File: src/rtl/aid_pkg.sv
`timescale 1ns / 1ps
// Shared types, constants and helper functions of the attitude indicator drawer.
// No dependencies; imported by the controller, the datapath and the top level.
package aid_pkg;

    localparam int SLOT_W    = 4;
    localparam int NUM_SLOTS = 14;
    localparam int NUM_LINES = 5;
    localparam int CFG_IDX_W = 4;
    localparam int CALC_CYCLES = 7;
    localparam int CNT_W     = 3;

    typedef logic [SLOT_W-1:0]    slot_t;
    typedef logic [NUM_SLOTS-1:0] slot_mask_t;

    // Write slots in emission order
    localparam slot_t SLOT_PITCH_BLANK_L = 4'd0;
    localparam slot_t SLOT_PITCH_BLANK_R = 4'd1;
    localparam slot_t SLOT_PITCH_LINE_L  = 4'd2;
    localparam slot_t SLOT_PITCH_LINE_R  = 4'd3;
    localparam slot_t SLOT_ROLL1_BLANK   = 4'd4;
    localparam slot_t SLOT_ROLL1_LINE    = 4'd5;
    localparam slot_t SLOT_ROLL2_BLANK   = 4'd6;
    localparam slot_t SLOT_ROLL2_LINE    = 4'd7;
    localparam slot_t SLOT_ROLL3_BLANK   = 4'd8;
    localparam slot_t SLOT_ROLL3_LINE    = 4'd9;
    localparam slot_t SLOT_ROLL4_BLANK   = 4'd10;
    localparam slot_t SLOT_ROLL4_LINE    = 4'd11;
    localparam slot_t SLOT_RETICLE_0     = 4'd12;
    localparam slot_t SLOT_RETICLE_1     = 4'd13;

    // Configuration register indexes
    localparam logic [CFG_IDX_W-1:0] CFG_CENTER  = 4'd0;
    localparam logic [CFG_IDX_W-1:0] CFG_TOP     = 4'd1;
    localparam logic [CFG_IDX_W-1:0] CFG_BOTTOM  = 4'd2;
    localparam logic [CFG_IDX_W-1:0] CFG_RETICLE = 4'd3;

    localparam logic [7:0] CENTER_RESET  = 8'd126;
    localparam logic [7:0] TOP_RESET     = 8'd54;
    localparam logic [7:0] BOTTOM_RESET  = 8'd197;
    localparam logic [3:0] RETICLE_RESET = 4'd7;
    localparam logic [3:0] MODE_RESET    = 4'd9;

    localparam logic [7:0] GLYPH_BASE  = 8'h80;
    localparam logic [4:0] CELL_PIXELS = 5'd18;
    localparam logic [4:0] PITCH_COL_L = 5'd7;
    localparam logic [4:0] PITCH_COL_R = 5'd22;
    localparam logic [4:0] MARK_COL    = 5'd14;
    localparam logic [4:0] ROLL_COL [4] = '{5'd10, 5'd12, 5'd17, 5'd19};

    localparam int ROW_SW  = 20;
    localparam int PD_W    = 24;
    localparam int PNUM_W  = 42;
    localparam int NEAR_W  = 21;
    localparam int FAR_W   = 23;
    localparam logic [17:0] INV_QTR_PI = 18'd83443;
    localparam logic [5:0]  NEAR_MUL   = 6'd42;
    localparam logic [8:0]  FAR_MUL    = 9'd378;
    localparam logic [15:0] DIV5_MUL   = 16'd52429;
    localparam int DIV5_SHIFT = 18;

    typedef struct packed {
        logic  capture;
        logic  load_out;
        logic  commit;
        slot_t slot;
    } cmd_t;

    typedef struct packed {
        slot_mask_t slot_mask;
    } status_t;

    function automatic logic [3:0] cell_row(input logic [7:0] px);
        logic [15:0] prod;
        prod = 16'(px) * 16'd57;
        return prod[13:10];
    endfunction

    function automatic logic [7:0] cell_glyph(input logic [7:0] px);
        logic [3:0] q;
        logic [8:0] base;
        q    = cell_row(px);
        base = 9'(q) * 9'(CELL_PIXELS);
        return GLYPH_BASE + 8'(9'(px) - base);
    endfunction

endpackage

File: src/rtl/aid_datapath.sv
`timescale 1ns / 1ps
// Datapath: configuration registers, row arithmetic pipeline, line state and
// result register. Depends on aid_pkg; driven by aid_ctrl commands.
module aid_datapath #(
    parameter int ANGLE_FRAC_BITS = 12
) (
    input  logic                          clk,
    input  logic                          rst_n,
    input  logic                          cfg_valid,
    input  logic [aid_pkg::CFG_IDX_W-1:0] cfg_index,
    input  logic [7:0]                    cfg_data,
    input  logic [14:0]                   roll_angle,
    input  logic [14:0]                   pitch_angle,
    input  logic [1:0]                    flight_mode,
    input  logic                          force_redraw,
    input  aid_pkg::cmd_t                 cmd,
    output aid_pkg::status_t              status,
    output logic [3:0]                    char_row,
    output logic [4:0]                    char_col,
    output logic [7:0]                    glyph,
    output logic                          blank
);
    import aid_pkg::*;

    localparam int PITCH_SHIFT = ANGLE_FRAC_BITS + 16;
    localparam int POFF_W      = 26 - ANGLE_FRAC_BITS;
    localparam int NEAR_Q_W    = NEAR_W - ANGLE_FRAC_BITS;
    localparam int FAR_Q1_W    = FAR_W - ANGLE_FRAC_BITS;
    localparam int FAR_PROD_W  = FAR_Q1_W + 16;
    localparam int FAR_Q_W     = FAR_PROD_W - DIV5_SHIFT;
    localparam logic [PNUM_W-1:0] PITCH_BIAS = (42'd1 << PITCH_SHIFT) - 42'd1;

    function automatic logic [7:0] clamp_row(input logic signed [ROW_SW-1:0] x,
                                             input logic [7:0] lo,
                                             input logic [7:0] hi);
        logic signed [ROW_SW-1:0] lo_x;
        logic signed [ROW_SW-1:0] hi_x;
        lo_x = $signed({12'd0, lo});
        hi_x = $signed({12'd0, hi});
        if (x < lo_x)
            return lo;
        else if (x > hi_x)
            return hi;
        else
            return x[7:0];
    endfunction

    // Configuration and drawn state
    logic [7:0] center_reg, top_reg, bottom_reg;
    logic [3:0] reticle_reg;
    logic [3:0] line_rows_reg [NUM_LINES];
    logic [3:0] shown_mode_reg;

    // Captured request
    logic signed [14:0] roll_reg, pitch_reg;
    logic [1:0]         mode_reg;
    logic               force_reg;

    // Pipeline
    logic signed [PD_W-1:0]     s1_pd_reg, s1_pd_next;
    logic [NEAR_W-1:0]          s1_near_reg, s1_near_next;
    logic [FAR_W-1:0]           s1_far_reg, s1_far_next;
    logic                       s1_rneg_reg;
    logic signed [PNUM_W-1:0]   s2_pnum_reg, s2_pnum_next;
    logic [NEAR_Q_W-1:0]        s2_near_reg, s2_near_next;
    logic [FAR_Q1_W-1:0]        s2_far_reg, s2_far_next;
    logic                       s2_rneg_reg;
    logic signed [POFF_W-1:0]   s3_poff_reg, s3_poff_next;
    logic signed [ROW_SW-1:0]   s3_noff_reg, s3_noff_next;
    logic signed [ROW_SW-1:0]   s3_foff_reg, s3_foff_next;
    logic [7:0]                 s4_row0_reg, s4_row3_reg, s4_row4_reg;
    logic [7:0]                 s5_row_reg [NUM_LINES];
    logic [3:0]                 s6_crow_reg [NUM_LINES];
    logic [7:0]                 s6_glyph_reg [NUM_LINES];

    // Result register
    logic [3:0] out_row_reg, out_row_next;
    logic [4:0] out_col_reg, out_col_next;
    logic [7:0] out_glyph_reg, out_glyph_next;
    logic       out_blank_reg, out_blank_next;

    logic signed [8:0]        diff;
    logic [14:0]              rmag;
    logic signed [PD_W-1:0]   pitch_x, diff_x;
    logic signed [PNUM_W-1:0] pd_x, psum, psh;
    logic [NEAR_W-1:0]        near_sh;
    logic [FAR_W-1:0]         far_sh;
    logic [FAR_PROD_W-1:0]    far_prod;
    logic [FAR_Q_W-1:0]       far_q;
    logic [ROW_SW-1:0]        near_ext, far_ext;
    logic signed [ROW_SW-1:0] cx, x0, x3, x4, x1, x2;
    logic                     reticle_due;

    always_ff @(posedge clk or negedge rst_n)
    begin
        if (!rst_n)
        begin
            center_reg  <= CENTER_RESET;
            top_reg     <= TOP_RESET;
            bottom_reg  <= BOTTOM_RESET;
            reticle_reg <= RETICLE_RESET;
        end
        else if (cfg_valid)
        begin
            if (cfg_index == CFG_CENTER)  center_reg  <= cfg_data;
            if (cfg_index == CFG_TOP)     top_reg     <= cfg_data;
            if (cfg_index == CFG_BOTTOM)  bottom_reg  <= cfg_data;
            if (cfg_index == CFG_RETICLE) reticle_reg <= cfg_data[3:0];
        end
    end

    always_ff @(posedge clk or negedge rst_n)
    begin
        if (!rst_n)
        begin
            for (int i = 0; i < NUM_LINES; i++)
                line_rows_reg[i] <= 4'd0;
            shown_mode_reg <= MODE_RESET;
        end
        else if (cmd.commit)
        begin
            for (int i = 0; i < NUM_LINES; i++)
                line_rows_reg[i] <= s6_crow_reg[i];
            shown_mode_reg <= {2'b00, mode_reg};
        end
    end

    always_ff @(posedge clk)
    begin
        if (cmd.capture)
        begin
            roll_reg  <= $signed(roll_angle);
            pitch_reg <= $signed(pitch_angle);
            mode_reg  <= flight_mode;
            force_reg <= force_redraw;
        end
    end

    always_comb
    begin
        // Stage 1: first products
        diff         = $signed({1'b0, center_reg}) - $signed({1'b0, top_reg});
        pitch_x      = PD_W'(pitch_reg);
        diff_x       = PD_W'(diff);
        s1_pd_next   = pitch_x * diff_x;
        rmag         = roll_reg[14] ? (~roll_reg + 15'd1) : roll_reg;
        s1_near_next = NEAR_W'(rmag) * NEAR_W'(NEAR_MUL);
        s1_far_next  = FAR_W'(rmag) * FAR_W'(FAR_MUL);

        // Stage 2: pitch scale, roll fraction drop
        pd_x         = PNUM_W'(s1_pd_reg);
        s2_pnum_next = pd_x * $signed(PNUM_W'(INV_QTR_PI));
        near_sh      = s1_near_reg >> ANGLE_FRAC_BITS;
        far_sh       = s1_far_reg >> ANGLE_FRAC_BITS;
        s2_near_next = near_sh[NEAR_Q_W-1:0];
        s2_far_next  = far_sh[FAR_Q1_W-1:0];

        // Stage 3: truncating shift, divide by five, apply sign
        psum         = s2_pnum_reg + (s2_pnum_reg[PNUM_W-1] ? $signed(PITCH_BIAS) : '0);
        psh          = psum >>> PITCH_SHIFT;
        s3_poff_next = psh[POFF_W-1:0];
        far_prod     = FAR_PROD_W'(s2_far_reg) * FAR_PROD_W'(DIV5_MUL);
        far_q        = far_prod[FAR_PROD_W-1:DIV5_SHIFT];
        near_ext     = ROW_SW'(s2_near_reg);
        far_ext      = ROW_SW'(far_q);
        s3_noff_next = s2_rneg_reg ? -near_ext : near_ext;
        s3_foff_next = s2_rneg_reg ? -far_ext : far_ext;

        // Stages 4 and 5: row sums
        cx = $signed({12'd0, center_reg});
        x0 = cx + ROW_SW'(s3_poff_reg);
        x3 = cx - s3_noff_reg;
        x4 = cx - s3_foff_reg;
        x1 = (cx <<< 1) - $signed({12'd0, s4_row4_reg});
        x2 = (cx <<< 1) - $signed({12'd0, s4_row3_reg});
    end

    always_ff @(posedge clk)
    begin
        s1_pd_reg   <= s1_pd_next;
        s1_near_reg <= s1_near_next;
        s1_far_reg  <= s1_far_next;
        s1_rneg_reg <= roll_reg[14];
        s2_pnum_reg <= s2_pnum_next;
        s2_near_reg <= s2_near_next;
        s2_far_reg  <= s2_far_next;
        s2_rneg_reg <= s1_rneg_reg;
        s3_poff_reg <= s3_poff_next;
        s3_noff_reg <= s3_noff_next;
        s3_foff_reg <= s3_foff_next;
        s4_row0_reg <= clamp_row(x0, top_reg, bottom_reg);
        s4_row3_reg <= clamp_row(x3, top_reg, bottom_reg);
        s4_row4_reg <= clamp_row(x4, top_reg, bottom_reg);
        s5_row_reg[0] <= s4_row0_reg;
        s5_row_reg[1] <= clamp_row(x1, top_reg, bottom_reg);
        s5_row_reg[2] <= clamp_row(x2, top_reg, bottom_reg);
        s5_row_reg[3] <= s4_row3_reg;
        s5_row_reg[4] <= s4_row4_reg;
        for (int i = 0; i < NUM_LINES; i++)
        begin
            s6_crow_reg[i]  <= cell_row(s5_row_reg[i]);
            s6_glyph_reg[i] <= cell_glyph(s5_row_reg[i]);
        end
    end

    assign reticle_due = (shown_mode_reg != {2'b00, mode_reg}) || force_reg;

    always_comb
    begin
        status.slot_mask = '0;
        status.slot_mask[SLOT_PITCH_BLANK_L] = line_rows_reg[0] != s6_crow_reg[0];
        status.slot_mask[SLOT_PITCH_BLANK_R] = line_rows_reg[0] != s6_crow_reg[0];
        status.slot_mask[SLOT_PITCH_LINE_L]  = 1'b1;
        status.slot_mask[SLOT_PITCH_LINE_R]  = 1'b1;
        status.slot_mask[SLOT_ROLL1_BLANK]   = line_rows_reg[1] != s6_crow_reg[1];
        status.slot_mask[SLOT_ROLL1_LINE]    = 1'b1;
        status.slot_mask[SLOT_ROLL2_BLANK]   = line_rows_reg[2] != s6_crow_reg[2];
        status.slot_mask[SLOT_ROLL2_LINE]    = 1'b1;
        status.slot_mask[SLOT_ROLL3_BLANK]   = line_rows_reg[3] != s6_crow_reg[3];
        status.slot_mask[SLOT_ROLL3_LINE]    = 1'b1;
        status.slot_mask[SLOT_ROLL4_BLANK]   = line_rows_reg[4] != s6_crow_reg[4];
        status.slot_mask[SLOT_ROLL4_LINE]    = 1'b1;
        status.slot_mask[SLOT_RETICLE_0]     = reticle_due;
        status.slot_mask[SLOT_RETICLE_1]     = reticle_due;
    end

    always_comb
    begin
        out_row_next   = s6_crow_reg[0];
        out_col_next   = PITCH_COL_L;
        out_glyph_next = 8'd0;
        out_blank_next = 1'b0;
        unique case (cmd.slot)
            SLOT_PITCH_BLANK_L:
            begin
                out_row_next   = line_rows_reg[0];
                out_blank_next = 1'b1;
            end
            SLOT_PITCH_BLANK_R:
            begin
                out_row_next   = line_rows_reg[0];
                out_col_next   = PITCH_COL_R;
                out_blank_next = 1'b1;
            end
            SLOT_PITCH_LINE_L:
                out_glyph_next = s6_glyph_reg[0];
            SLOT_PITCH_LINE_R:
            begin
                out_col_next   = PITCH_COL_R;
                out_glyph_next = s6_glyph_reg[0];
            end
            SLOT_ROLL1_BLANK, SLOT_ROLL2_BLANK, SLOT_ROLL3_BLANK, SLOT_ROLL4_BLANK,
            SLOT_ROLL1_LINE, SLOT_ROLL2_LINE, SLOT_ROLL3_LINE, SLOT_ROLL4_LINE:
            begin
                // Line index 1..4 is slot bits [3:1] minus one, blank on even slots
                out_col_next = ROLL_COL[2'(cmd.slot[2:1] - 2'd2)];
                if (!cmd.slot[0])
                begin
                    out_row_next   = line_rows_reg[3'(cmd.slot[3:1]) - 3'd1];
                    out_blank_next = 1'b1;
                end
                else
                begin
                    out_row_next   = s6_crow_reg[3'(cmd.slot[3:1]) - 3'd1];
                    out_glyph_next = s6_glyph_reg[3'(cmd.slot[3:1]) - 3'd1];
                end
            end
            SLOT_RETICLE_0:
            begin
                out_row_next   = reticle_reg;
                out_col_next   = MARK_COL;
                out_glyph_next = {5'd0, mode_reg, 1'b1};
            end
            SLOT_RETICLE_1:
            begin
                out_row_next   = reticle_reg;
                out_col_next   = MARK_COL + 5'd1;
                out_glyph_next = {5'd0, mode_reg, 1'b1} + 8'd1;
            end
            default:
            begin
                out_row_next   = 4'd0;
                out_col_next   = 5'd0;
            end
        endcase
    end

    always_ff @(posedge clk)
    begin
        if (cmd.load_out)
        begin
            out_row_reg   <= out_row_next;
            out_col_reg   <= out_col_next;
            out_glyph_reg <= out_glyph_next;
            out_blank_reg <= out_blank_next;
        end
    end

    assign char_row = out_row_reg;
    assign char_col = out_col_reg;
    assign glyph    = out_glyph_reg;
    assign blank    = out_blank_reg;

endmodule

File: src/rtl/aid_ctrl.sv
`timescale 1ns / 1ps
// Controller: request handshake, arithmetic wait count and write slot sequencing.
// Depends on aid_pkg; drives aid_datapath through cmd_t.
module aid_ctrl (
    input  logic             clk,
    input  logic             rst_n,
    input  logic             in_valid,
    output logic             in_ready,
    output logic             out_valid,
    input  logic             out_ready,
    output logic             last,
    input  aid_pkg::status_t status,
    output aid_pkg::cmd_t    cmd
);
    import aid_pkg::*;

    localparam logic [CNT_W-1:0] CALC_LAST = CNT_W'(CALC_CYCLES - 1);

    typedef enum logic [2:0] {
        ST_IDLE = 3'b001,
        ST_CALC = 3'b010,
        ST_EMIT = 3'b100
    } state_t;

    state_t           state_reg, state_next;
    logic [CNT_W-1:0] cnt_reg, cnt_next;
    slot_mask_t       mask_reg, mask_next;
    logic             out_valid_reg, out_valid_next;
    logic             last_reg, last_next;
    slot_mask_t       low_bit, mask_rest;
    slot_t            low_slot;
    logic             take;

    always_comb
    begin
        low_bit  = mask_reg & (~mask_reg + slot_mask_t'(1));
        low_slot = '0;
        for (int i = 0; i < NUM_SLOTS; i++)
            if (low_bit[i])
                low_slot = SLOT_W'(i);
        mask_rest = mask_reg & ~low_bit;
    end

    assign take = !out_valid_reg || out_ready;

    always_comb
    begin
        state_next     = state_reg;
        cnt_next       = cnt_reg;
        mask_next      = mask_reg;
        out_valid_next = out_valid_reg;
        last_next      = last_reg;
        in_ready       = 1'b0;
        cmd.capture    = 1'b0;
        cmd.load_out   = 1'b0;
        cmd.commit     = 1'b0;
        cmd.slot       = low_slot;
        unique case (state_reg)
            ST_IDLE:
            begin
                in_ready = 1'b1;
                if (in_valid)
                begin
                    cmd.capture = 1'b1;
                    cnt_next    = '0;
                    state_next  = ST_CALC;
                end
            end
            ST_CALC:
            begin
                cnt_next = cnt_reg + CNT_W'(1);
                if (cnt_reg == CALC_LAST)
                begin
                    mask_next  = status.slot_mask;
                    state_next = ST_EMIT;
                end
            end
            ST_EMIT:
            begin
                if (take)
                begin
                    if (out_valid_reg && last_reg)
                    begin
                        cmd.commit     = 1'b1;
                        out_valid_next = 1'b0;
                        last_next      = 1'b0;
                        state_next     = ST_IDLE;
                    end
                    else
                    begin
                        cmd.load_out   = 1'b1;
                        out_valid_next = 1'b1;
                        mask_next      = mask_rest;
                        last_next      = (mask_rest == '0);
                    end
                end
            end
            default:
                state_next = ST_IDLE;
        endcase
    end

    always_ff @(posedge clk or negedge rst_n)
    begin
        if (!rst_n)
        begin
            state_reg     <= ST_IDLE;
            cnt_reg       <= '0;
            mask_reg      <= '0;
            out_valid_reg <= 1'b0;
            last_reg      <= 1'b0;
        end
        else
        begin
            state_reg     <= state_next;
            cnt_reg       <= cnt_next;
            mask_reg      <= mask_next;
            out_valid_reg <= out_valid_next;
            last_reg      <= last_next;
        end
    end

    assign out_valid = out_valid_reg;
    assign last      = last_reg;

`ifndef SYNTHESIS
    a_valid_in_emit: assert property (@(posedge clk) disable iff (!rst_n)
        out_valid_reg |-> state_reg == ST_EMIT)
        else $error("result shown outside emit phase");

    a_commit_on_last: assert property (@(posedge clk) disable iff (!rst_n)
        cmd.commit |-> out_valid_reg && out_ready && last_reg)
        else $error("line state committed before final write taken");

    a_last_drains_mask: assert property (@(posedge clk) disable iff (!rst_n)
        out_valid_reg && last_reg |-> mask_reg == '0)
        else $error("final write flagged with slots pending");

    a_mask_loaded: assert property (@(posedge clk) disable iff (!rst_n)
        state_reg == ST_CALC && cnt_reg == CALC_LAST |=> mask_reg != '0)
        else $error("empty slot mask after arithmetic");
`endif

endmodule

File: src/rtl/attitude_indicator_drawer_top.sv
`timescale 1ns / 1ps
// Attitude indicator drawer: places pitch and roll line glyphs and the mode reticle.
// The first write follows the row math pipeline after a request is accepted.
// Throughput: one request at a time, n = 6..14 writes per request,
// one write per cycle while out_ready is high; the serial write slots set the rate.
// Reset (rst_n low, async) restores register defaults, clears line rows, forces reticle.
// Depends on aid_pkg, aid_ctrl and aid_datapath.
module attitude_indicator_drawer_top #(
    parameter int ANGLE_FRAC_BITS = 12
) (
    input  logic                          clk,
    input  logic                          rst_n,
    input  logic                          cfg_valid,
    output logic                          cfg_ready,
    input  logic [aid_pkg::CFG_IDX_W-1:0] cfg_index,
    input  logic [7:0]                    cfg_data,
    input  logic                          in_valid,
    output logic                          in_ready,
    input  logic [14:0]                   roll_angle,
    input  logic [14:0]                   pitch_angle,
    input  logic [1:0]                    flight_mode,
    input  logic                          force_redraw,
    output logic                          out_valid,
    input  logic                          out_ready,
    output logic [3:0]                    char_row,
    output logic [4:0]                    char_col,
    output logic [7:0]                    glyph,
    output logic                          blank,
    output logic                          last
);
    import aid_pkg::*;

    cmd_t    cmd;
    status_t status;

    assign cfg_ready = 1'b1;

    aid_ctrl u_ctrl (
        .clk       (clk),
        .rst_n     (rst_n),
        .in_valid  (in_valid),
        .in_ready  (in_ready),
        .out_valid (out_valid),
        .out_ready (out_ready),
        .last      (last),
        .status    (status),
        .cmd       (cmd)
    );

    aid_datapath #(
        .ANGLE_FRAC_BITS (ANGLE_FRAC_BITS)
    ) u_datapath (
        .clk          (clk),
        .rst_n        (rst_n),
        .cfg_valid    (cfg_valid),
        .cfg_index    (cfg_index),
        .cfg_data     (cfg_data),
        .roll_angle   (roll_angle),
        .pitch_angle  (pitch_angle),
        .flight_mode  (flight_mode),
        .force_redraw (force_redraw),
        .cmd          (cmd),
        .status       (status),
        .char_row     (char_row),
        .char_col     (char_col),
        .glyph        (glyph),
        .blank        (blank)
    );

endmodule
File: config.mk
export PLATFORM = sky130hd
export DESIGN_NAME = attitude_indicator_drawer_top
export DESIGN_NICKNAME = d
export VERILOG_FILES = /design/src/rtl/aid_pkg.sv /design/src/rtl/aid_datapath.sv /design/src/rtl/aid_ctrl.sv /design/src/rtl/attitude_indicator_drawer_top.sv
export SDC_FILE = /design/constraint.sdc
export NUM_CORES = 2
export LEC_CHECK = 0
export BUFFER_PORTS_ARGS = -buffer_cell sky130_fd_sc_hd__buf_2
export CORE_MARGIN = 5
export CORE_UTILIZATION = 45
export DETAILED_ROUTE_END_ITERATION = 16
export PLACE_DENSITY = 0.58
export SYNTH_ARGS = -nofsm -noshare
export SYNTH_HDL_FRONTEND = slang
export SYNTH_SLANG_ARGS = --single-unit
File: constraint.sdc
create_clock -name clk -period 12.1 [get_ports clk]
set_input_delay 1.21 -clock clk [delete_from_list [all_inputs] [get_ports clk]]
set_output_delay 1.21 -clock clk [all_outputs]
set_load 0.01 [all_outputs]
==> impl_summary.txt <==
----------------------------------------------------
[Status]
  Run status ... complete, no violations

[CTS]
  Setup bufs post-CTS ... 0
  Clock Sink Count ... 404
  Number of CTS-inserted buffers ... 49
  # H-tree levels ... 2
  CTS-repair resized insts ... 0
  Clk Latency, worst-skew pair ... 0.62 ns
  Clock Root Buffer ... clkbuf_16
  CTS tree ... done
  Clock-pin slew reported for the worst setup and hold paths after clock tree synthesis ... 0.06 ns
  Number of hold-repair buffers added at the cts stage ... 0
  Number of buffers on the longest clock path ... 3

[Global routing]
  Antenna violations before repair ... 2
  Via count of the first global-routing pass ... 28120
  Wire length of the first global-routing pass ... 147300 µm
  Global routing usage summed across all routing layers ... 18.44%
  Maximum number of pins on one net before global-route repair ... 63
  Remaining Overflow, GRT ... 0

[Critical path]
  Worst Path Class, Setup ... flip-flop to flip-flop
  Kind of end point of the critical path ... flip-flop
  Data arrival, critical path ... 8.17 ns
  Required time at the worst-slack endpoint ... 12.62 ns
  Highest fanout seen on the critical path ... 16
  Critical path startpoint category ... flip-flop

[Finish]
  Share of layout cells above drive strength 1 ... 6.937%
  Antenna diode count ... 0
  Max FFs per register ... 42
  Area added between synthesis and finish ... 8.545%
  Post-Layout Inst Area ... 44410 µm²
  Count of filler cells inserted in the layout ... 8332
  Layout net count ... 5328

[Detailed routing]
  DRT antenna net count ... 0
  Iteration count of the initial detailed-routing pass ... 7
  Vias per Instance ... 5.128
  DRC violations left ... 0
  DR vias ... 27400
  Post-detailed-route wirelength per cell ... 16.49 µm
  Number of DRC markers after the initial detailed-route iteration ... 1383
  Post-Route WL ... 88110 µm

[STA]
  Fin Setup TNS ... 0 ns
  Setup violations, final ... 0
  Least-Margin Pin Slew ... 1.090 ns
  RSZ-0062 raised after global routing ... no
  Minimum hold slack ... 0.3250 ns
  Post-route fraction of the period consumed by the critical path ... 63.25%
  Post-layout min period ... 7.653 ns
  Relative slew slack ... 27.16%
  Upper clock frequency limit ... 0.1307 GHz
  Final clock skew ... 0.02564 ns
  Count of final max-slew check failures ... 0
  Hold Violations, Final ... 0

[Floorplanning]
  Die ar. ... 97040 µm²
  Die width ... 311.5 µm
  IO Pins ... 72
  Core Region ... 90150 µm²
  Site Rows ... 110
  Starting density of the core ... 45.38%
  Vertical die dimension ... 311.5 µm

[Worst hold path]
  Worst hold-check path type ... flip-flop to flip-flop

[Yosys]
  Syn Std Cell Area ... 40910 µm²
  Count of mapped cells out of synthesis ... 4043
  Post-synth EDFFs ... 51
  Post-synthesis sequential area ratio ... 21.97%
  Per-instance average area after synthesis ... 10.12 µm²
  Proportion of synthesized flip-flops having asynchronous set or reset ... 18.07%
  Primary FF master, synth ... dfxtp_1
  Post-synthesis register bit count ... 404
  Nets in the synthesized netlist ... 5244
  Yosys warning total ... 0
  Synth cell types ... 84

[Placement]
  I/O Buffers ... 70
  HPWL Detailed ... 73100 µm
  Placed instance area ... 42670 µm²
  Global placement routability congestion ... 0.8783

[Run]
  Max Cap Violations ... 0

----------------------------------------------------
synthesized netlist by cell type (all sizes together), types with 9 or more instances:
master,count,share of area (%)
a211oi,20,0.37
a21boi,12,0.22
a21o,79,1.4
a21oi,183,2.2
a221oi,9,0.19
a31o,11,0.24
a31oi,11,0.17
and2,70,1.1
and3,14,0.21
buf,10,0.14
clkbuf,48,0.44
dfrtp,53,3.2
dfstp,20,1.3
dfxtp,280,14
edfxtp,51,3.7
fa,439,21
ha,712,22
inv,749,6.9
mux2,46,1.3
mux2i,50,1.2
mux4,16,0.88
nand2,186,1.7
nand2b,43,0.66
nand3,35,0.43
nand4,19,0.29
nor2,141,1.3
nor2b,38,0.58
nor3,39,0.50
nor4,13,0.20
o211ai,12,0.22
o21a,27,0.50
o21ai,142,1.7
o21bai,39,0.72
o31a,11,0.24
o31ai,13,0.24
o41a,9,0.25
or2,16,0.24
xnor2,173,3.7
xor2,93,2.0
critical path, cell delays in order, from the launching register on:
cell and delay, ns:
dfstp_2 0.56, inv_1 0.18, ha_1 0.39, nor2b_1 0.14, o21ai_0 0.19, nand2b_1 0.16
a21oi_1 0.18, nor2_1 0.07, o21ai_0 0.14, nand2b_1 0.07, a21o_1 0.39, or2_2 0.39
fa_1 0.51, fa_1 0.52, fa_1 0.51, fa_1 0.51, fa_1 0.51, inv_1 0.04
ha_1 0.32, a21oi_1 0.22, o21bai_1 0.09, a21oi_1 0.28, o211ai_1 0.18, a211oi_1 0.26
o21bai_1 0.13, a21o_1 0.23, a21o_1 0.18, a211oi_1 0.19
final cells by class:
type / count / area (µm²) / share of cell area, %
inverters: 751 / 2819 / 6.348
clock inverters: 22 / 299.0 / 0.6734
flip-flops and latches: 404 / 8989 / 20.24
well taps: 1176 / 1471 / 3.314
clock buffers: 68 / 1440 / 3.243
multi-input cells: 2830 / 28880 / 65.03
repair buffers: 91 / 510.5 / 1.150
path summary, 6_finish.rpt:
| kind | to | cells past startpoint | start | slack (ns) |
|---|---|---|---|---|
| setup / recovery | u_datapath.s1_pd_reg[23] | 27 | u_datapath.top_reg[2] | 4.45 |
| hold / removal | u_datapath.s2_near_reg[8] | 0 | u_datapath.s1_near_reg[20] | 0.32 |
| setup reg to reg | u_datapath.s1_pd_reg[23] | 27 | u_datapath.top_reg[2] | 4.45 |
| hold reg to reg | u_datapath.s2_near_reg[8] | 0 | u_datapath.s1_near_reg[20] | 0.32 |
| max in group asynchronous | u_datapath.bottom_reg[5] | 2 | rst_n | 10.54 |
| min in group asynchronous | u_datapath.line_rows_reg[2] | 1 | rst_n | 0.43 |
routing by layer:
metal / GRT usage [%] / vias up / part of all wire (%)
li1: - / 13590 / -
met5: 0 / - / 0
met3: 2.246 / 86 / 4.1
met2: 29.80 / 461 / 45
met1: 26.89 / 13260 / 49
met4: 3.711 / 0 / 1.9
layout by cell type, fill, tap and decap left out, types with 22 or more instances in the layout:
cell,n
a21o_1,79
a21oi_1,183
and2_1,69
buf_2,69
buf_4,22
clkbuf_16,51
dfrtp_1,53
dfxtp_1,280
edfxtp_1,51
fa_1,439
ha_1,712
inv_1,749
mux2_2,46
mux2i_1,50
nand2_1,185
nand2b_1,42
nand3_1,35
nor2_1,140
nor2b_1,38
nor3_1,37
o21a_1,27
o21ai_0,137
o21bai_1,39
xnor2_1,173
xor2_1,93
through the flow:
stage	worst slack (ns)	instances	utilization (%)
after CTS	4.403	5342	49.26
final	4.447	5342	49.26
after global placement	4.539	5252	47.33
after floorplan	5.122	4043	-
after detailed placement	4.461	5252	47.33
after global routing	3.926	5342	49.26
cell families (layout without fill, tap and decap cells):
kind of cell | Yosys count | count (layout) | share of synthesized area [%]
flip-flops | 404 | 404 | 21.97
multiplexers | 112 | 112 | 3.370
XOR/XNOR | 266 | 266 | 5.695
adder cells (fa/ha/maj) | 1152 | 1152 | 43.28
buffers and inverters | 809 | 932 | 7.475
other | 1 | 1 | 0.009166
AND/OR/NAND/NOR | 643 | 643 | 7.747
AO/OA/AOI/OAI | 656 | 656 | 10.45
Power is not shown: default switching activity piles up to over one toggle a cycle in this logic, so the estimate is an artifact.
